===== config.mk =====
export PLATFORM = sky130hd
export DESIGN_NAME = link_reconnect_backoff_supervisor_unit_flat
export DESIGN_NICKNAME = d
export VERILOG_FILES = /design/src/rtl/lrbs_pkg.sv /design/src/rtl/lrbs_if.sv /design/src/rtl/lrbs_cfg_regs.sv /design/src/rtl/lrbs_state_file.sv /design/src/rtl/lrbs_tick_eval.sv /design/src/rtl/link_reconnect_backoff_supervisor_unit.sv /design/src/flat_wrapper.sv
export SDC_FILE = /design/constraint.sdc
export NUM_CORES = 1
export LEC_CHECK = 0
export ABC_AREA = 1
export BUFFER_PORTS_ARGS = -buffer_cell sky130_fd_sc_hd__buf_2
export CORE_UTILIZATION = 60
export CTS_BUF_LIST = sky130_fd_sc_hd__clkbuf_8
export CTS_CLUSTER_SIZE = 40
export DETAILED_ROUTE_END_ITERATION = 8
export GPL_TIMING_DRIVEN = 0
export PLACE_DENSITY = 0.76
export SETUP_SLACK_MARGIN = 0.3
export SKIP_LAST_GASP = 1
export SLEW_MARGIN = 20
export SYNTH_ARGS = -nofsm -noshare
export SYNTH_HDL_FRONTEND = slang
export SYNTH_SLANG_ARGS = --single-unit
export TNS_END_PERCENT = 1

===== constraint.sdc =====
create_clock -name clk -period 16.35 [get_ports clk]
set_clock_uncertainty 0.2 [all_clocks]
set_input_delay 1.635 -clock clk [delete_from_list [all_inputs] [get_ports clk]]
set_output_delay 1.635 -clock clk [all_outputs]
set_load 0.05 [all_outputs]

===== src/rtl/lrbs_pkg.sv =====
// Shared types and constants for the link reconnect backoff supervisor.
package lrbs_pkg;

	localparam int IDX_W     = 2;
	localparam int TIME_W    = 32;
	localparam int JIT_W     = 4;
	localparam int FAIL_W    = 8;
	localparam int STREAK_W  = 4;
	localparam int BASE_W    = 16;
	localparam int SHIFT_W   = 4;
	localparam int TICKS_W   = 4;
	localparam int BACKOFF_W = BASE_W + (1 << SHIFT_W) - 1;
	localparam int CFG_IDX_W = 4;
	localparam int CFG_DAT_W = 16;

	localparam logic [STREAK_W-1:0] STREAK_MAX = '1;
	localparam logic [FAIL_W-1:0]   FAIL_MAX   = '1;

	localparam logic [BASE_W-1:0]  RST_COOLDOWN_BASE = 16'd45;
	localparam logic [SHIFT_W-1:0] RST_MAX_SHIFT     = 4'd4;
	localparam logic [TICKS_W-1:0] RST_CONFIRM       = 4'd8;
	localparam logic [TICKS_W-1:0] RST_DISCONNECT    = 4'd2;

	typedef enum logic [CFG_IDX_W-1:0] {
		CFG_COOLDOWN_BASE = 4'd0,
		CFG_MAX_SHIFT     = 4'd1,
		CFG_CONFIRM       = 4'd2,
		CFG_DISCONNECT    = 4'd3
	} cfg_reg_t;

	typedef struct packed {
		logic [BASE_W-1:0]  cooldown_base;
		logic [SHIFT_W-1:0] shift_cap;
		logic [TICKS_W-1:0] confirm_ticks;
		logic [TICKS_W-1:0] disconnect_ticks;
	} cfg_t;

	typedef struct packed {
		logic [TIME_W-1:0]   retry_time;
		logic [FAIL_W-1:0]   failures;
		logic [STREAK_W-1:0] down_streak;
		logic [STREAK_W-1:0] up_streak;
		logic                last_link;
	} entry_t;

	typedef struct packed {
		logic [IDX_W-1:0]  iface_index;
		logic              link_up;
		logic [TIME_W-1:0] now_seconds;
		logic [JIT_W-1:0]  jitter;
	} tick_t;

	typedef struct packed {
		logic [IDX_W-1:0]  out_index;
		logic              start_reconnect;
		logic              disable_first;
		logic              retry_cleared;
		logic              link_changed;
		logic [FAIL_W-1:0] fail_total;
		logic [TIME_W-1:0] next_retry;
	} result_t;

endpackage


===== src/rtl/lrbs_if.sv =====
// Handshake channel interfaces: poll ticks, results and register writes.
interface lrbs_tick_if import lrbs_pkg::*; ();
	logic              valid;
	logic              ready;
	logic [IDX_W-1:0]  iface_index;
	logic              link_up;
	logic [TIME_W-1:0] now_seconds;
	logic [JIT_W-1:0]  jitter;

	modport source(output valid, iface_index, link_up, now_seconds, jitter, input ready);
	modport sink(input valid, iface_index, link_up, now_seconds, jitter, output ready);
endinterface

interface lrbs_result_if import lrbs_pkg::*; ();
	logic              valid;
	logic              ready;
	logic [IDX_W-1:0]  out_index;
	logic              start_reconnect;
	logic              disable_first;
	logic              retry_cleared;
	logic              link_changed;
	logic [FAIL_W-1:0] fail_total;
	logic [TIME_W-1:0] next_retry;

	modport source(output valid, out_index, start_reconnect, disable_first, retry_cleared,
		link_changed, fail_total, next_retry, input ready);
	modport sink(input valid, out_index, start_reconnect, disable_first, retry_cleared,
		link_changed, fail_total, next_retry, output ready);
endinterface

interface lrbs_cfg_if import lrbs_pkg::*; ();
	logic                 valid;
	logic                 ready;
	logic [CFG_IDX_W-1:0] addr;
	logic [CFG_DAT_W-1:0] data;

	modport source(output valid, addr, data, input ready);
	modport sink(input valid, addr, data, output ready);
endinterface


===== src/rtl/lrbs_cfg_regs.sv =====
// Configuration register bank: cooldown base, shift limit and tick thresholds.
module lrbs_cfg_regs import lrbs_pkg::*; (
	input  logic                 clk,
	input  logic                 arst_n,
	input  logic                 wr_en,
	input  logic [CFG_IDX_W-1:0] wr_addr,
	input  logic [CFG_DAT_W-1:0] wr_data,
	output cfg_t                 cfg
);

	cfg_t cfg_q;

	always_ff @(posedge clk or negedge arst_n) begin
		if (!arst_n) begin
			cfg_q.cooldown_base    <= RST_COOLDOWN_BASE;
			cfg_q.shift_cap        <= RST_MAX_SHIFT;
			cfg_q.confirm_ticks    <= RST_CONFIRM;
			cfg_q.disconnect_ticks <= RST_DISCONNECT;
		end else if (wr_en) begin
			unique case (cfg_reg_t'(wr_addr))
				CFG_COOLDOWN_BASE: cfg_q.cooldown_base    <= wr_data[BASE_W-1:0];
				CFG_MAX_SHIFT:     cfg_q.shift_cap        <= wr_data[SHIFT_W-1:0];
				CFG_CONFIRM:       cfg_q.confirm_ticks    <= wr_data[TICKS_W-1:0];
				CFG_DISCONNECT:    cfg_q.disconnect_ticks <= wr_data[TICKS_W-1:0];
				default: ;
			endcase
		end
	end

	assign cfg = cfg_q;

endmodule


===== src/rtl/lrbs_state_file.sv =====
// Per-interface supervisor state: one read port and one write port.
module lrbs_state_file import lrbs_pkg::*; #(
	parameter int NUM_IFACES = 4,
	parameter int ADDR_W     = 2
) (
	input  logic              clk,
	input  logic              arst_n,
	input  logic [ADDR_W-1:0] rd_addr,
	output entry_t            rd_entry,
	input  logic              wr_en,
	input  logic [ADDR_W-1:0] wr_addr,
	input  entry_t            wr_entry
);

	entry_t st_q [NUM_IFACES];

	always_ff @(posedge clk or negedge arst_n) begin
		if (!arst_n) begin
			for (int i = 0; i < NUM_IFACES; i++) begin
				st_q[i] <= '0;
			end
		end else if (wr_en) begin
			st_q[wr_addr] <= wr_entry;
		end
	end

	assign rd_entry = st_q[rd_addr];

endmodule


===== src/rtl/lrbs_tick_eval.sv =====
// Next-state and result logic for one poll tick of one interface.
module lrbs_tick_eval import lrbs_pkg::*; (
	input  cfg_t    cfg,
	input  tick_t   tk,
	input  entry_t  cur,
	output entry_t  nxt,
	output result_t res
);

	logic [STREAK_W-1:0]  up_inc;
	logic [STREAK_W-1:0]  down_inc;
	logic [FAIL_W-1:0]    fail_inc;
	logic [FAIL_W-1:0]    shift_raw;
	logic [SHIFT_W-1:0]   shift_amt;
	logic [BACKOFF_W-1:0] backoff;
	logic [TIME_W:0]      sched_sum;
	logic [TIME_W-1:0]    sched_time;
	logic                 time_ok;
	logic                 clear_hit;
	logic                 retry_hit;

	assign up_inc   = (cur.up_streak == STREAK_MAX) ? cur.up_streak : cur.up_streak + 1'b1;
	assign down_inc = (cur.down_streak == STREAK_MAX) ? cur.down_streak
		: cur.down_streak + 1'b1;
	assign fail_inc = (cur.failures == FAIL_MAX) ? cur.failures : cur.failures + 1'b1;
	assign time_ok  = tk.now_seconds >= cur.retry_time;

	// fail_inc is never zero here, so the shift is fail_inc-1 capped at the limit
	assign shift_raw = fail_inc - 1'b1;
	assign shift_amt = (shift_raw > FAIL_W'(cfg.shift_cap)) ? cfg.shift_cap
		: shift_raw[SHIFT_W-1:0];
	assign backoff    = BACKOFF_W'(cfg.cooldown_base) << shift_amt;
	assign sched_sum  = (TIME_W+1)'(tk.now_seconds) + (TIME_W+1)'(backoff)
		+ (TIME_W+1)'(tk.jitter);
	assign sched_time = sched_sum[TIME_W] ? '1 : sched_sum[TIME_W-1:0];

	assign clear_hit = tk.link_up && (up_inc >= cfg.confirm_ticks) && time_ok;
	assign retry_hit = !tk.link_up && (down_inc >= cfg.disconnect_ticks) && time_ok;

	always_comb begin
		nxt           = cur;
		nxt.last_link = tk.link_up;
		if (tk.link_up) begin
			nxt.up_streak   = up_inc;
			nxt.down_streak = '0;
			if (clear_hit) begin
				nxt.retry_time = '0;
				nxt.failures   = '0;
			end
		end else begin
			nxt.up_streak   = '0;
			nxt.down_streak = retry_hit ? '0 : down_inc;
			if (retry_hit) begin
				nxt.failures   = fail_inc;
				nxt.retry_time = sched_time;
			end
		end

		res.out_index       = tk.iface_index;
		res.start_reconnect = retry_hit;
		res.disable_first   = retry_hit && (cur.failures != '0);
		res.retry_cleared   = clear_hit && ((cur.failures != '0) || (cur.retry_time != '0));
		res.link_changed    = tk.link_up != cur.last_link;
		res.fail_total      = nxt.failures;
		res.next_retry      = nxt.retry_time;
	end

endmodule


===== src/rtl/link_reconnect_backoff_supervisor_unit.sv =====
// Top level of the link reconnect backoff supervisor.
//
// Usage: every transfer on the tick channel is one poll sample for one
// interface (index, link-up bit, current time in seconds, jitter). For every
// tick exactly one result transfer comes out on the result channel, in order:
// reconnect request, disable-first flag, retry-cleared flag, link-change flag,
// updated failure count and next retry time. The cfg channel writes the four
// registers (0 cooldown base, 1 backoff shift limit, 2 confirm ticks,
// 3 disconnect ticks); it is always ready and should be used while idle.
// The tick passes one input stage and one result stage, with the
// per-interface state read and written between them. Throughput is one
// tick per cycle while results are taken, also for back-to-back ticks on the
// same interface, because the state update lands at the same edge the result
// is registered. When the receiver stalls, the result stage holds and the
// input stage still takes one more tick; then the tick channel backs off.
// Reset clears all interface state and loads the register defaults
// (45, 4, 8, 2). Ticks for an index at or beyond NUM_IFACES leave state
// untouched and return a result with every field but the index at zero.
module link_reconnect_backoff_supervisor_unit import lrbs_pkg::*; #(
	parameter int NUM_IFACES = 4
) (
	input  logic      clk,
	input  logic      arst_n,
	lrbs_tick_if.sink     tick,
	lrbs_result_if.source result,
	lrbs_cfg_if.sink      cfg
);

	localparam int ADDR_W = (NUM_IFACES > 1) ? $clog2(NUM_IFACES) : 1;
	localparam int EXT_W  = 5;

	cfg_t    cfg_cur;
	tick_t   tick_s1;
	logic    vld_s1;
	result_t res_s2;
	logic    vld_s2;

	entry_t  cur_entry;
	entry_t  nxt_entry;
	result_t eval_res;
	result_t res_next;

	logic [EXT_W-1:0]  idx_ext;
	logic [ADDR_W-1:0] addr;
	logic              idx_ok;
	logic              adv_s1;

	// Registers are written whenever the cfg channel offers data.
	assign cfg.ready = 1'b1;

	lrbs_cfg_regs u_cfg_regs (
		.clk     (clk),
		.arst_n  (arst_n),
		.wr_en   (cfg.valid),
		.wr_addr (cfg.addr),
		.wr_data (cfg.data),
		.cfg     (cfg_cur)
	);

	// Advance stage 1 when the result stage is empty or being drained.
	assign adv_s1     = vld_s1 && (!vld_s2 || result.ready);
	assign tick.ready = !vld_s1 || adv_s1;

	always_ff @(posedge clk or negedge arst_n) begin
		if (!arst_n) begin
			vld_s1 <= 1'b0;
		end else if (tick.ready) begin
			vld_s1 <= tick.valid;
		end
	end

	always_ff @(posedge clk) begin
		if (tick.valid && tick.ready) begin
			tick_s1.iface_index <= tick.iface_index;
			tick_s1.link_up     <= tick.link_up;
			tick_s1.now_seconds <= tick.now_seconds;
			tick_s1.jitter      <= tick.jitter;
		end
	end

	// Map the fixed-width index onto the state file and range check it.
	assign idx_ext = EXT_W'(tick_s1.iface_index);
	assign addr    = idx_ext[ADDR_W-1:0];
	assign idx_ok  = idx_ext < EXT_W'(NUM_IFACES);

	lrbs_state_file #(
		.NUM_IFACES (NUM_IFACES),
		.ADDR_W     (ADDR_W)
	) u_state_file (
		.clk      (clk),
		.arst_n   (arst_n),
		.rd_addr  (addr),
		.rd_entry (cur_entry),
		.wr_en    (adv_s1 && idx_ok),
		.wr_addr  (addr),
		.wr_entry (nxt_entry)
	);

	lrbs_tick_eval u_tick_eval (
		.cfg (cfg_cur),
		.tk  (tick_s1),
		.cur (cur_entry),
		.nxt (nxt_entry),
		.res (eval_res)
	);

	// Out-of-range ticks report only their index.
	always_comb begin
		if (idx_ok) begin
			res_next = eval_res;
		end else begin
			res_next           = '0;
			res_next.out_index = tick_s1.iface_index;
		end
	end

	always_ff @(posedge clk or negedge arst_n) begin
		if (!arst_n) begin
			vld_s2 <= 1'b0;
		end else if (adv_s1) begin
			vld_s2 <= 1'b1;
		end else if (result.ready) begin
			vld_s2 <= 1'b0;
		end
	end

	always_ff @(posedge clk) begin
		if (adv_s1) begin
			res_s2 <= res_next;
		end
	end

	assign result.valid           = vld_s2;
	assign result.out_index       = res_s2.out_index;
	assign result.start_reconnect = res_s2.start_reconnect;
	assign result.disable_first   = res_s2.disable_first;
	assign result.retry_cleared   = res_s2.retry_cleared;
	assign result.link_changed    = res_s2.link_changed;
	assign result.fail_total      = res_s2.fail_total;
	assign result.next_retry      = res_s2.next_retry;

endmodule


===== src/flat_wrapper.sv =====
// flat-port wrapper written by rule: the top's interface ports become plain ports
module link_reconnect_backoff_supervisor_unit_flat import lrbs_pkg::*;
#(
	parameter int NUM_IFACES = 4
)
  (clk, arst_n, tick_valid, tick_iface_index, tick_link_up, tick_now_seconds, tick_jitter, tick_ready, result_valid, result_out_index, result_start_reconnect, result_disable_first, result_retry_cleared, result_link_changed, result_fail_total, result_next_retry, result_ready, cfg_valid, cfg_addr, cfg_data, cfg_ready);
  lrbs_tick_if tick_i ();
  lrbs_result_if result_i ();
  lrbs_cfg_if cfg_i ();
  input  logic clk;
  input  logic arst_n;
  input wire logic [$bits(tick_i.valid)-1:0] tick_valid;
  input wire logic [$bits(tick_i.iface_index)-1:0] tick_iface_index;
  input wire logic [$bits(tick_i.link_up)-1:0] tick_link_up;
  input wire logic [$bits(tick_i.now_seconds)-1:0] tick_now_seconds;
  input wire logic [$bits(tick_i.jitter)-1:0] tick_jitter;
  output wire logic [$bits(tick_i.ready)-1:0] tick_ready;
  output wire logic [$bits(result_i.valid)-1:0] result_valid;
  output wire logic [$bits(result_i.out_index)-1:0] result_out_index;
  output wire logic [$bits(result_i.start_reconnect)-1:0] result_start_reconnect;
  output wire logic [$bits(result_i.disable_first)-1:0] result_disable_first;
  output wire logic [$bits(result_i.retry_cleared)-1:0] result_retry_cleared;
  output wire logic [$bits(result_i.link_changed)-1:0] result_link_changed;
  output wire logic [$bits(result_i.fail_total)-1:0] result_fail_total;
  output wire logic [$bits(result_i.next_retry)-1:0] result_next_retry;
  input wire logic [$bits(result_i.ready)-1:0] result_ready;
  input wire logic [$bits(cfg_i.valid)-1:0] cfg_valid;
  input wire logic [$bits(cfg_i.addr)-1:0] cfg_addr;
  input wire logic [$bits(cfg_i.data)-1:0] cfg_data;
  output wire logic [$bits(cfg_i.ready)-1:0] cfg_ready;
  assign tick_i.valid = tick_valid;
  assign tick_i.iface_index = tick_iface_index;
  assign tick_i.link_up = tick_link_up;
  assign tick_i.now_seconds = tick_now_seconds;
  assign tick_i.jitter = tick_jitter;
  assign tick_ready = tick_i.ready;
  assign result_valid = result_i.valid;
  assign result_out_index = result_i.out_index;
  assign result_start_reconnect = result_i.start_reconnect;
  assign result_disable_first = result_i.disable_first;
  assign result_retry_cleared = result_i.retry_cleared;
  assign result_link_changed = result_i.link_changed;
  assign result_fail_total = result_i.fail_total;
  assign result_next_retry = result_i.next_retry;
  assign result_i.ready = result_ready;
  assign cfg_i.valid = cfg_valid;
  assign cfg_i.addr = cfg_addr;
  assign cfg_i.data = cfg_data;
  assign cfg_ready = cfg_i.ready;
  link_reconnect_backoff_supervisor_unit #(.NUM_IFACES(NUM_IFACES)) u_core (.clk(clk), .arst_n(arst_n), .tick(tick_i), .result(result_i), .cfg(cfg_i));
endmodule

# After elaboration in Yosys (flattened, before gate mapping)
# Index checks and enable logic that the tools add are counted.
[totals] reg_bits=311 inputBits=64 output_inout_bits=49 word_cells=100
[classes] addsub=6 magnitude_cmp=7 eq_ne=7 shift=1 mux=17 n_bitwise=1 reduce_logical=24
[ops] operator="bitwise mux 196 bit" count=1
[ops] operator="2-to-1 mux 49 bit" count=3
[ops] operator="binary-select mux 49 bit (select 2 bit)" count=1
[ops] operator="demux 49 bit (select 2 bit)" count=1
[ops] operator="2-to-1 mux 40 bit" count=2
[ops] operator="2-to-1 mux 48 bit" count=1
[ops] operator="adder 32 x 31 -> 33 bit" count=1
[ops] operator="adder 33 x 4 -> 33 bit" count=1
[ops] operator="greater-or-equal comparator 32 bit" count=1
[ops] operator="2-to-1 mux 32 bit" count=1
[ops] operator="nonzero test 32 bit" count=1
[ops] operator="left shift 16 x 4 -> 31 bit" count=1
[ops] operator="2-to-1 mux 4 bit" count=4
[ops] operator="logical AND 1 bit" count=10
[ops] operator="adder 4 x 1 -> 4 bit (second input constant)" count=2
[ops] operator="adder 8 x 1 -> 8 bit (second input constant)" count=1
[ops] operator="== test 4 x 2 -> 1 bit (second input constant)" count=2
[ops] operator="== test 4 bit (second input constant)" count=2
[ops] operator="== test 8 bit (second input constant)" count=1
[ops] operator="greater-or-equal comparator 4 bit" count=2
[ops] operator="> comparator 8 x 4 -> 1 bit" count=1
[ops] operator="2-to-1 mux 8 bit" count=1
[ops] operator="AND reduction 2 bit" count=4
[ops] operator="nonzero test 8 bit" count=1
[ops] operator="12 further kinds" count=17

# Logic depth before layout (Yosys ltp)
# Gate-level depths: netlist of run 1.
[depth] depth_word=16 depth_mapped=53 depth_no_buf=50

# By module
# Synthesis of run 1 repeated with hierarchy kept, for this count alone.
[hier_totals] cells_unflattened=2733 hier_area_um2=20283.2
[by_module_without_submodules] mod="lrbs_state_file" instances=1 cells_each=1433 area_per_inst_um2=10198.5 seq_area_each_um2=4904.7
[by_module_without_submodules] mod="lrbs_tick_eval" instances=1 cells_each=1070 area_per_inst_um2=6209.7 seq_area_each_um2=0.0
[by_module_without_submodules] mod="link_reconnect_backoff_supervisor_unit" instances=1 cells_each=99 area_per_inst_um2=2658.8 seq_area_each_um2=2602.5
[by_module_without_submodules] mod="lrbs_cfg_regs" instances=1 cells_each=131 area_per_inst_um2=1216.2 seq_area_each_um2=709.4

# Worst setup path after synthesis of run 1
# OpenSTA, ideal clock, no wires.
[synth_timing] path_type="reg2reg" start="reg u_core.tick_s1, in the netlist u_core.addr[0]" end="reg u_core.res_s2, in the netlist u_core.result.next_retry[26] (data pin)" arrival_time_ns=6.185 required_time_ns=15.853 setup_slack_ns=9.668 path_stages_with_launch=47 period_less_slack_ns=6.682 path_cell_list="edfxtp_1 -> buf_6 -> buf_6 -> nor2_2 -> nand2_1 -> nand4_1 -> ha_1 -> nand2_1 -> nor2_4 -> nand2_4 -> nand2_2 -> nand2_2 -> nor2_2 -> inv_1 -> nand2_1 -> ha_1 -> inv_1 -> nor2_1 -> [11 not listed] -> nand2_1 -> nand2_1 -> nor2_1 -> fa_1 -> ha_1 -> nand3_1 -> nand3_1 -> inv_1 -> nor2_1 -> nor2_1 -> o21bai_1 -> a21boi_0 -> o21ai_0 -> a21oi_1 -> buf_2 -> o21ai_0 -> o21ai_0 -> o21ai_1"
[synth_rtl] item="from (decl)" line="link_reconnect_backoff_supervisor_unit.sv:33" text="tick_t tick_s1;"
[synth_rtl] item="to (signal assigned)" line="link_reconnect_backoff_supervisor_unit.sv:129" text="res_s2 <= res_next;"
[synth_rtl] item="to (decl)" line="link_reconnect_backoff_supervisor_unit.sv:35" text="result_t res_s2;"

==> impl_summary.log, run 1 <==
INFO  metric outcome = completed
INFO  metric synth.yosys.seq_area_share = 0.467
INFO  metric synthToLayoutAreaGrowth = 12.8%
INFO  metric gp_congestion = 0.964
INFO  metric numCtsBuffers = 52
INFO  metric net_count_after_synthesis = 2329
INFO  metric clk_pin_slew_worst_paths = 0.06 ns
INFO  metric timing.rr.end = u_core.result.next_retry[26]
INFO  metric cp.arrival = 9.24 ns
INFO  metric worstMarginPinSlew = 1.19 ns
INFO  metric synth_warnings = 0
INFO  metric cts.repair_timing.setup_buffer_count = 0
INFO  metric ys.flop_type = dfrtp_1
INFO  metric cts.htree.levels = 2
INFO  metric maxSlewHeadroom = 0.205
INFO  metric clock_tree.root_cell = clkbuf_8
INFO  metric critical_path.startpoint_type = flip-flop
INFO  metric critical_path_required = 16.46 ns
INFO  metric mostFrequentLayoutCells = nand2_1 (853), dfrtp_1 (219), o21ai_0 (147)
INFO  metric crit_path_max_fanout = 10
INFO  metric fraction_of_post_synthesis_cell_area_in_the_top_cell_type_by_area = 0.311
INFO  metric holdBufCountCts = 0
INFO  metric syn_area_per_cell = 8.17 um^2
INFO  metric finalSetupTns = 0 ns
INFO  metric tritoncts_clock_tree = built
INFO  metric layout.area.seq = 0.00822 mm^2
INFO  metric multi_input_area = 0.00855 mm^2
INFO  metric max-clock-path-buffers = 3
INFO  metric fin_ws = 7.22 ns
INFO  metric detailedPlacementHpwl = 39.7 mm
INFO  metric holdPathStages = 0
INFO  metric routed_wirelength = 53.8 mm
INFO  metric grt_pass1_vias = 15700
INFO  metric top_level_i_o_count = 113
INFO  metric drt-wirelength-per-cell = 19.6 um
INFO  metric mappedNetlistArea = 0.0176 mm^2
INFO  metric vias = 16200
INFO  metric grt_setup_unrepaired = false
INFO  metric clkLatencyLatePin = 0.65 ns
INFO  metric grt-ovfl-total = 0
INFO  metric chipWidth = 173 um
INFO  metric reg2reg_depth = 46
INFO  metric share_of_layout_cells_above_drive_strength_1 = 0.115
INFO  metric synth_top_cell_by_area = dfrtp_1
INFO  metric endpoint_kind = flip-flop
INFO  metric finish.utilization = 0.690
INFO  metric pre_cts_ws = 7.64 ns
INFO  metric final_common_cell = nand2_1
INFO  metric global_route.usage.total = 0.365
INFO  metric core_area = 0.0288 mm^2
INFO  metric finish.net_count = 2500
INFO  metric die_span_y = 173 um
INFO  metric ys_top_cells_by_area = dfrtp_1 (31%), nand2_1 (18%), edfxtp_1 (15%)
INFO  metric min_to = u_core.result.out_index[1]
INFO  metric fmaxAchievable = 109 MHz
INFO  metric grt_antenna_before_repair = 0
INFO  metric setup_violating_endpoint_count_in_the_final_report = 0
INFO  metric ys_seq_elements = 311
INFO  metric timing.final.hold_violations = 0
INFO  metric drtPass1Iterations = 5
INFO  metric drc = 0
INFO  metric slowest_delay = 0.48 ns
INFO  metric n_antenna_cell = 0
INFO  metric fillers = 2392
INFO  metric postSynthCellCount = 2154
INFO  metric critical_path.reg2reg.startpoint = u_core.addr[0]
INFO  metric most_common_cell_type_on_the_critical_path = nand2_1
INFO  metric cts_repair_resizes = 0
INFO  metric timing.final.max_slew_violations = 0
INFO  metric die_area = 0.0300 mm^2
INFO  metric synth.lib_cells_used.distinct = 50
INFO  metric cts_num_sinks = 311
INFO  metric synth_enable_flop_cells = 85
INFO  metric ant_nets = 0
INFO  metric layout_min_cycle_time = 9.13 ns
INFO  metric row_count = 62
INFO  metric synth-async-reset-ratio = 0.727
INFO  metric grt_pass1_wl = 84.9 mm
INFO  metric layout_worst_path_cycle_share = 0.559
INFO  metric detail_route.vias_per_cell = 5.89
INFO  metric maxCapViolations = 0
INFO  metric crit_type = reg2reg
INFO  metric drt-initial-drc-count = 1835
INFO  metric grt_max_degree = 84
INFO  metric start_util = 0.612
INFO  metric hold_path.startpoint = u_core.addr[1]
INFO  metric setup.reg_to_reg.worst_slack = 7.22 ns
INFO  metric number_of_input_and_output_port_buffers_inserted = 111
INFO  metric min-delay-path-class = reg2reg
INFO  metric critical_path.slowest_cell = o21ai_0
layer usage:
metal / GRT usage / share of wire / vias to the layer above
met2: 0.566 / 0.45 / 824
met5: 0 / 0 / -
met4: 0.166 / 0.044 / 0
met3: 0.0965 / 0.10 / 144
met1: 0.480 / 0.41 / 7670
li1: - / - / 7584
synth_stat cells (5+ instances only):
| master | count |
|---|---|
| a21boi_0 | 6 |
| a21oi_1 | 69 |
| a221oi_1 | 33 |
| a22o_1 | 30 |
| a22oi_1 | 16 |
| and2_1 | 8 |
| buf_2 | 11 |
| buf_4 | 6 |
| buf_6 | 5 |
| clkbuf_1 | 72 |
| dfrtp_1 | 219 |
| dfstp_2 | 7 |
| edfxtp_1 | 85 |
| fa_1 | 5 |
| ha_1 | 106 |
| inv_1 | 100 |
| inv_2 | 7 |
| nand2_1 | 853 |
| nand2_2 | 11 |
| nand3_1 | 131 |
| nand4_1 | 22 |
| nor2_1 | 77 |
| nor2_2 | 5 |
| nor2_4 | 6 |
| nor3_1 | 10 |
| nor4_1 | 6 |
| o21a_1 | 5 |
| o21ai_0 | 147 |
| o21ai_1 | 34 |
| o21bai_1 | 5 |
| xnor2_1 | 14 |
| xor2_1 | 13 |
worst max-delay path, delay by kind of cell, from the launching register on:
kind	cells	cell delay, ns
adders and majority gates	4	1.28
AOI/OAI and AO/OA	9	2.59
buffers and inverters	8	1.19
DFF	1	0.41
and+or+nand+nor	25	3.13
kinds of logic after synthesis:
logic type	after synthesis	share of synthesized area
xor gates and xnor gates	27	0.0134
DFF	311	0.467
AOI/OAI and AO/OA	364	0.125
and+or+nand+nor	1137	0.266
adders and majority gates	111	0.0810
other	1	0.000213
buffers and inverters	203	0.0476
worst max path at each step:
stage,startpoint,end,slack (ns)
2_1_floorplan,u_core.addr[0],u_core.result.next_retry[26],9.67
3_3_place_gp,u_core.addr[0],u_core.result.next_retry[26],7.72
3_5_place_dp,u_core.addr[0],u_core.result.next_retry[26],7.64
4_1_cts,u_core.addr[0],u_core.result.next_retry[26],7.55
5_1_grt,u_core.addr[0],u_core.u_state_file.st_q[43],6.54
6_report,u_core.addr[0],u_core.result.next_retry[26],7.22
sequential cells by signal, summed over array words and instances, names as in the netlist:
register	flops
u_core.result.valid	1
u_core.result.disable_first	1
u_core.addr	2
u_core.result.link_changed	1
u_core.u_cfg_regs.cfg	28
u_core.tick_s1	37
u_core.result.out_index	2
u_core.result.fail_total	8
u_core.result.retry_cleared	1
u_core.result.next_retry	32
u_core.result.start_reconnect	1
u_core.u_state_file.st_q	196
u_core.vld_s1	1
final cells by class:
| type | count | area share |
|---|---|---|
| Timing Repair Buffer | 117 | 0.0339 |
| Inverter | 109 | 0.0207 |
| Multi-Input combinational cell | 1640 | 0.431 |
| Clock inverter | 35 | 0.0123 |
| Sequential cell | 311 | 0.414 |
| Buffer | 94 | 0.0215 |
| Clock buffer | 62 | 0.0430 |
| Tap cell | 384 | 0.0242 |
stage by stage:
stage	cell area, um^2	cells	hold WS [ns]
final	19900	2752	0.248
after global routing	19900	2752	0.259
after detailed placement	18700	2653	0.237
after CTS	19800	2750	0.250
after floorplan	17600	2154	0.221
after global placement	18600	2649	0.229
Power of run 1 is left out: the tool's default activity adds up to more than one toggle a clock period on the data nets, which glitch-free logic cannot reach.
==> run 2, diff against run 1 <==
clock period = 8.5 ns   (was 16.35 ns; I/O delays follow)
==> run 2 against run 1 <==
Effect of this change: maximum frequency increased by 17%; sequential cell count unchanged; non-clock buffer count increased by 15; first-iteration DRC count grew 4.8%; clock-buffer cell count is the same; largest cell class unchanged.
==> impl_summary.log, run 2 (same netlist as run 1, synthesis figures left out) <==
INFO  metric grt_max_degree = 84
INFO  metric top_level_i_o_count = 113
INFO  metric crit_type = reg2reg
INFO  metric max-clock-path-buffers = 3
INFO  metric clk_pin_slew_worst_paths = 0.06 ns
INFO  metric clock_tree.root_cell = clkbuf_8
INFO  metric grt_pass1_vias = 15800
INFO  metric largest-register = u_core.u_state_file.st_q
INFO  metric largest_register_ffs = 196
INFO  metric outcome = completed
INFO  metric timing.final.hold_violations = 0
INFO  metric global_route.usage.total = 0.365
INFO  metric endpoint_kind = flip-flop
INFO  metric tritoncts_clock_tree = built
INFO  metric maxCapViolations = 0
INFO  metric numCtsBuffers = 52
INFO  metric ant_nets = 0
INFO  metric slowest_delay = 0.46 ns
INFO  metric clkLatencyLatePin = 0.65 ns
INFO  metric crit_path_max_fanout = 10
INFO  metric critical_path.slowest_cell = fa_1
INFO  metric min-delay-path-class = in2reg
INFO  metric timing.rr.end = u_core.result.next_retry[7]
INFO  metric final_common_cell = nand2_1
INFO  metric detailedPlacementHpwl = 39.7 mm
INFO  metric drtPass1Iterations = 6
INFO  metric reg2reg_depth = 46
INFO  metric critical_path_required = 8.62 ns
INFO  metric layout_min_cycle_time = 7.78 ns
INFO  metric cts.htree.levels = 2
INFO  metric start_util = 0.612
INFO  metric setup.reg_to_reg.worst_slack = 0.72 ns
INFO  metric row_count = 62
INFO  metric cp.arrival = 7.90 ns
INFO  metric finish.cell_count_without_fillers = 2767
INFO  metric n_antenna_cell = 0
INFO  metric chipWidth = 173 um
INFO  metric drt-initial-drc-count = 1923
INFO  metric share_of_layout_cells_above_drive_strength_1 = 0.148
INFO  metric grt-ovfl-total = 0
INFO  metric maxSlewHeadroom = 0.134
INFO  metric hold_path.startpoint = tick_iface_index[1]
INFO  metric vias = 16400
INFO  metric most_common_cell_type_on_the_critical_path = nand2_1
INFO  metric number_of_input_and_output_port_buffers_inserted = 111
INFO  metric holdPathStages = 1
INFO  metric min_to = u_core.addr[1]
INFO  metric mostFrequentLayoutCells = nand2_1 (850), dfrtp_1 (219), nand3_1 (129)
INFO  metric die_span_y = 173 um
INFO  metric fmaxAchievable = 129 MHz
INFO  metric critical_path.startpoint_type = flip-flop
INFO  metric placedCellCount = 2653
INFO  metric cts_num_sinks = 311
INFO  metric timing.final.max_slew_violations = 0
INFO  metric grt_antenna_before_repair = 0
INFO  metric grt_setup_unrepaired = true
INFO  metric layout_worst_path_cycle_share = 0.915
INFO  metric setup_violating_endpoint_count_in_the_final_report = 0
INFO  metric core_area = 0.0288 mm^2
INFO  metric drt-wirelength-per-cell = 19.8 um
INFO  metric detail_route.vias_per_cell = 5.92
INFO  metric gp_congestion = 0.964
INFO  metric synthToLayoutAreaGrowth = 15.5%
INFO  metric critical_path.reg2reg.startpoint = u_core.addr[0]
INFO  metric die_area = 0.0300 mm^2
INFO  metric routed_wirelength = 54.7 mm
INFO  metric drc = 0
INFO  metric worstMarginPinSlew = 1.30 ns
INFO  metric grt_pass1_wl = 85.0 mm
INFO  metric finish.net_count = 2515
==> run 2: cell count changes in the layout (fill, tap and decap cells not counted), moves of 3 or more <==
cell / change
a21boi_0: -4
a21boi_2: +3
buf_2: -3
buf_4: +13
ha_1: -4
nand2_1: -3
nand2_2: +3
nor2_1: -3
o21ai_0: -25
o21ai_1: -17
o21ai_2: +39
o21ai_4: +3
==> run 2: routing by layer <==
layer | global-route usage | vias up | share of wire
li1 | - | 7639 | -
met1 | 0.480 | 7798 | 0.41
met2 | 0.567 | 807 | 0.45
met3 | 0.0965 | 144 | 0.096
met4 | 0.166 | 0 | 0.043
met5 | 0 | - | 0
==> run 2: critical path: cells and delay by family (launching register included) <==
family                     cells  cell delay (ns)
and+or+nand+nor               25             2.96
AOI/OAI and AO/OA              8             1.44
adders and majority gates      4             1.25
buffers and inverters          9             1.16
DFF                            1             0.41
==> run 2: through the flow <==
stage	hold slack, ns	setup TNS [ns]	setup slack (ns)	area [um^2]	utilization
global placement	0.229	-1.15	-0.130	18600	0.648
detailed placement	0.237	-3.03	-0.206	18700	0.651
floorplan	0.221	0	1.82	17600	-
finish	0.183	0	0.724	20300	0.706
CTS	0.167	0	0.272	19900	0.690
global route	0.171	0	0.196	20300	0.706
==> run 2: repair_timing <==
action	4_1_cts	5_1_grt
hold buffers	1	0
setup endpoints to repair	160	160
buffers inserted	0	14
pin swaps	0	20
hold endpoints to repair	52	0
gates resized for setup	12	99
==> run 2: cell type report <==
cell class,count,area [um^2]
clock inverter,35,245
fill,2339,8460
sequential,311,8220
tap,384,480
buffer,94,447
timing repair buffer,132,788
inverter,109,414
multi-input combinational,1640,8880
clock buffer,62,853
==> run 2: how the worst max path moves through the flow <==
stage / startpoint / to / slack, ns / cells after the start
3_5_place_dp: u_core.addr[0] / u_core.result.next_retry[26] / -0.21 / 45
6_report: u_core.addr[0] / u_core.result.next_retry[7] / 0.72 / 46
4_1_cts: u_core.addr[0] / u_core.result.next_retry[26] / 0.27 / 46
3_3_place_gp: u_core.addr[0] / u_core.result.next_retry[26] / -0.13 / 45
2_1_floorplan: u_core.addr[0] / u_core.result.next_retry[26] / 1.82 / 46
5_1_grt: u_core.addr[0] / u_core.result.next_retry[7] / 0.20 / 49
Power of run 2 is left out for the same reason.
==> run 3, diff against run 2 <==
CORE_UTILIZATION = 51   (was 60)
PLACE_DENSITY = 0.66   (was 0.76)
==> run 3 against run 2 <==
Effect of this change: first-iteration DRC count decreased by 21%; maximum frequency shrank 0.70%; clock-buffer cell count fell by 5; utilization down 11 points; sequential share of layout area increased by 0.35 points; cell count rose by 2.1%; setup slack got worse by 0.055 ns; critical path type unchanged; critical endpoint is now u_core.result.next_retry[24].
==> impl_summary.log, run 3 (same netlist as run 1, synthesis figures left out) <==
INFO  metric layout_worst_path_cycle_share = 0.921
INFO  metric crit_path_max_fanout = 10
INFO  metric critical_path.slowest_cell = fa_1
INFO  metric maxCapViolations = 0
INFO  metric finalSetupTns = 0 ns
INFO  metric cts.htree.levels = 2
INFO  metric grt_antenna_before_repair = 0
INFO  metric ant_nets = 0
INFO  metric numCtsBuffers = 53
INFO  metric finish.net_count = 2509
INFO  metric tritoncts_clock_tree = built
INFO  metric final_common_cell = nand2_1
INFO  metric cp.arrival = 7.96 ns
INFO  metric min-delay-path-class = in2reg
INFO  metric timing.final.hold_violations = 0
INFO  metric clock_tree.root_cell = clkbuf_8
INFO  metric worstMarginPinSlew = 1.21 ns
INFO  metric fmaxAchievable = 128 MHz
INFO  metric row_count = 67
INFO  metric die_area = 0.0353 mm^2
INFO  metric synthToLayoutAreaGrowth = 14.5%
INFO  metric n_antenna_cell = 0
INFO  metric critical_path.startpoint_type = flip-flop
INFO  metric fin_hold_ws = 0.158 ns
INFO  metric grt_pass1_wl = 85.7 mm
INFO  metric grt_max_degree = 102
INFO  metric setup_violating_endpoint_count_in_the_final_report = 0
INFO  metric vias = 16000
INFO  metric timing.rr.end = u_core.result.next_retry[24]
INFO  metric grt_setup_unrepaired = true
INFO  metric reg2reg_depth = 45
INFO  metric drt-initial-drc-count = 1510
INFO  metric number_of_input_and_output_port_buffers_inserted = 111
INFO  metric cp-startpoint = u_core.addr[0]
INFO  metric layout_min_cycle_time = 7.83 ns
INFO  metric drtPass1Iterations = 6
INFO  metric endpoint_kind = flip-flop
INFO  metric clkLatencyLatePin = 0.67 ns
INFO  metric grt-ovfl-total = 0
INFO  metric clk_pin_slew_worst_paths = 0.06 ns
INFO  metric drt-wirelength-per-cell = 19.5 um
INFO  metric maxSlewHeadroom = 0.193
INFO  metric grt_pass1_vias = 15300
INFO  metric largest-register = u_core.u_state_file.st_q
INFO  metric cts_num_sinks = 311
INFO  metric slowest_delay = 0.45 ns
INFO  metric most_common_cell_type_on_the_critical_path = nand2_1
INFO  metric detailedPlacementHpwl = 40.7 mm
INFO  metric mostFrequentLayoutCells = nand2_1 (851), dfrtp_1 (219), nand3_1 (130)
INFO  metric detail_route.vias_per_cell = 5.68
INFO  metric critical_path_required = 8.63 ns
INFO  metric setup.reg_to_reg.worst_slack = 0.67 ns
INFO  metric max-clock-path-buffers = 3
INFO  metric largest_register_ffs = 196
INFO  metric critical_path.reg2reg.startpoint = u_core.addr[0]
INFO  metric global_route.usage.total = 0.317
INFO  metric drc = 0
INFO  metric pre_cts_ws = -0.283 ns
INFO  metric start_util = 0.521
INFO  metric fin_ws = 0.669 ns
INFO  metric core_area = 0.0338 mm^2
INFO  metric end_point_of_the_critical_path = u_core.result.next_retry[24]
INFO  metric outcome = completed
INFO  metric finish.utilization = 0.596
INFO  metric routed_wirelength = 55.0 mm
INFO  metric gp_congestion = 0.928
INFO  metric die_span_y = 188 um
INFO  metric top_level_i_o_count = 113
INFO  metric crit_type = reg2reg
INFO  metric share_of_layout_cells_above_drive_strength_1 = 0.132
INFO  metric chipWidth = 188 um
INFO  metric timing.final.max_slew_violations = 0
==> run 3: changes by cell type in the layout (fill, tap and decap cells not counted), sizes merged <==
cell / change
buf: -6
bufinv: +1
clkbuf: -6
clkinv: -8
clkinvlp: +1
inv: +12
==> run 3: layout make-up <==
type,instances,area (um^2)
plain buffers,94,444
inverters,109,412
clock buffers,57,785
clock inverters,41,263
flip-flops and latches,311,8220
fillers,3081,13600
well taps,448,561
multi-input cells,1640,8730
repair buffers,125,736
==> run 3: repair_timing <==
item                       CTS  global route
pin swaps                    1             9
gates resized for setup     15            58
hold endpoints to repair    41             0
setup endpoints to repair  160           160
hold buffers                 1             0
buffers inserted             0             8
==> run 3: through the flow <==
stage,area (um^2),std cells
detailed placement,18800,2717
global route,20100,2825
floorplan,17600,2154
global placement,18700,2713
CTS,19900,2816
finish,20100,2825
==> run 3: how the worst min path moves through the flow <==
stage          cells after the start  slack [ns]                  from                    endpoint
6_report                           1        0.16   tick_iface_index[0]              u_core.addr[0]
3_3_place_gp                       0        0.25        u_core.addr[1]  u_core.result.out_index[1]
4_1_cts                            1        0.13  tick_now_seconds[23]          u_core.tick_s1[27]
5_1_grt                            1        0.14   tick_iface_index[0]              u_core.addr[0]
3_5_place_dp                       0        0.23        u_core.addr[1]  u_core.result.out_index[1]
2_1_floorplan                      0        0.22        u_core.addr[1]  u_core.result.out_index[1]
==> run 3: metal layers <==
| metal | global-route usage | vias up | routed length [um] |
|---|---|---|---|
| li1 | - | 7594 | - |
| met3 | 0.0631 | 120 | 4520 |
| met1 | 0.426 | 7622 | 23400 |
| met4 | 0.126 | 0 | 2000 |
| met2 | 0.506 | 708 | 25100 |
| met5 | 0 | - | 0 |
==> run 3: critical path: cells and delay by family, from the launching register on <==
family	cells	cell delay, ns
AOI/OAI and AO/OA	8	1.47
adders and majority gates	4	1.37
and+or+nand+nor	26	2.88
buffers and inverters	7	1.11
DFF	1	0.42
Power of run 3 is left out for the same reason.
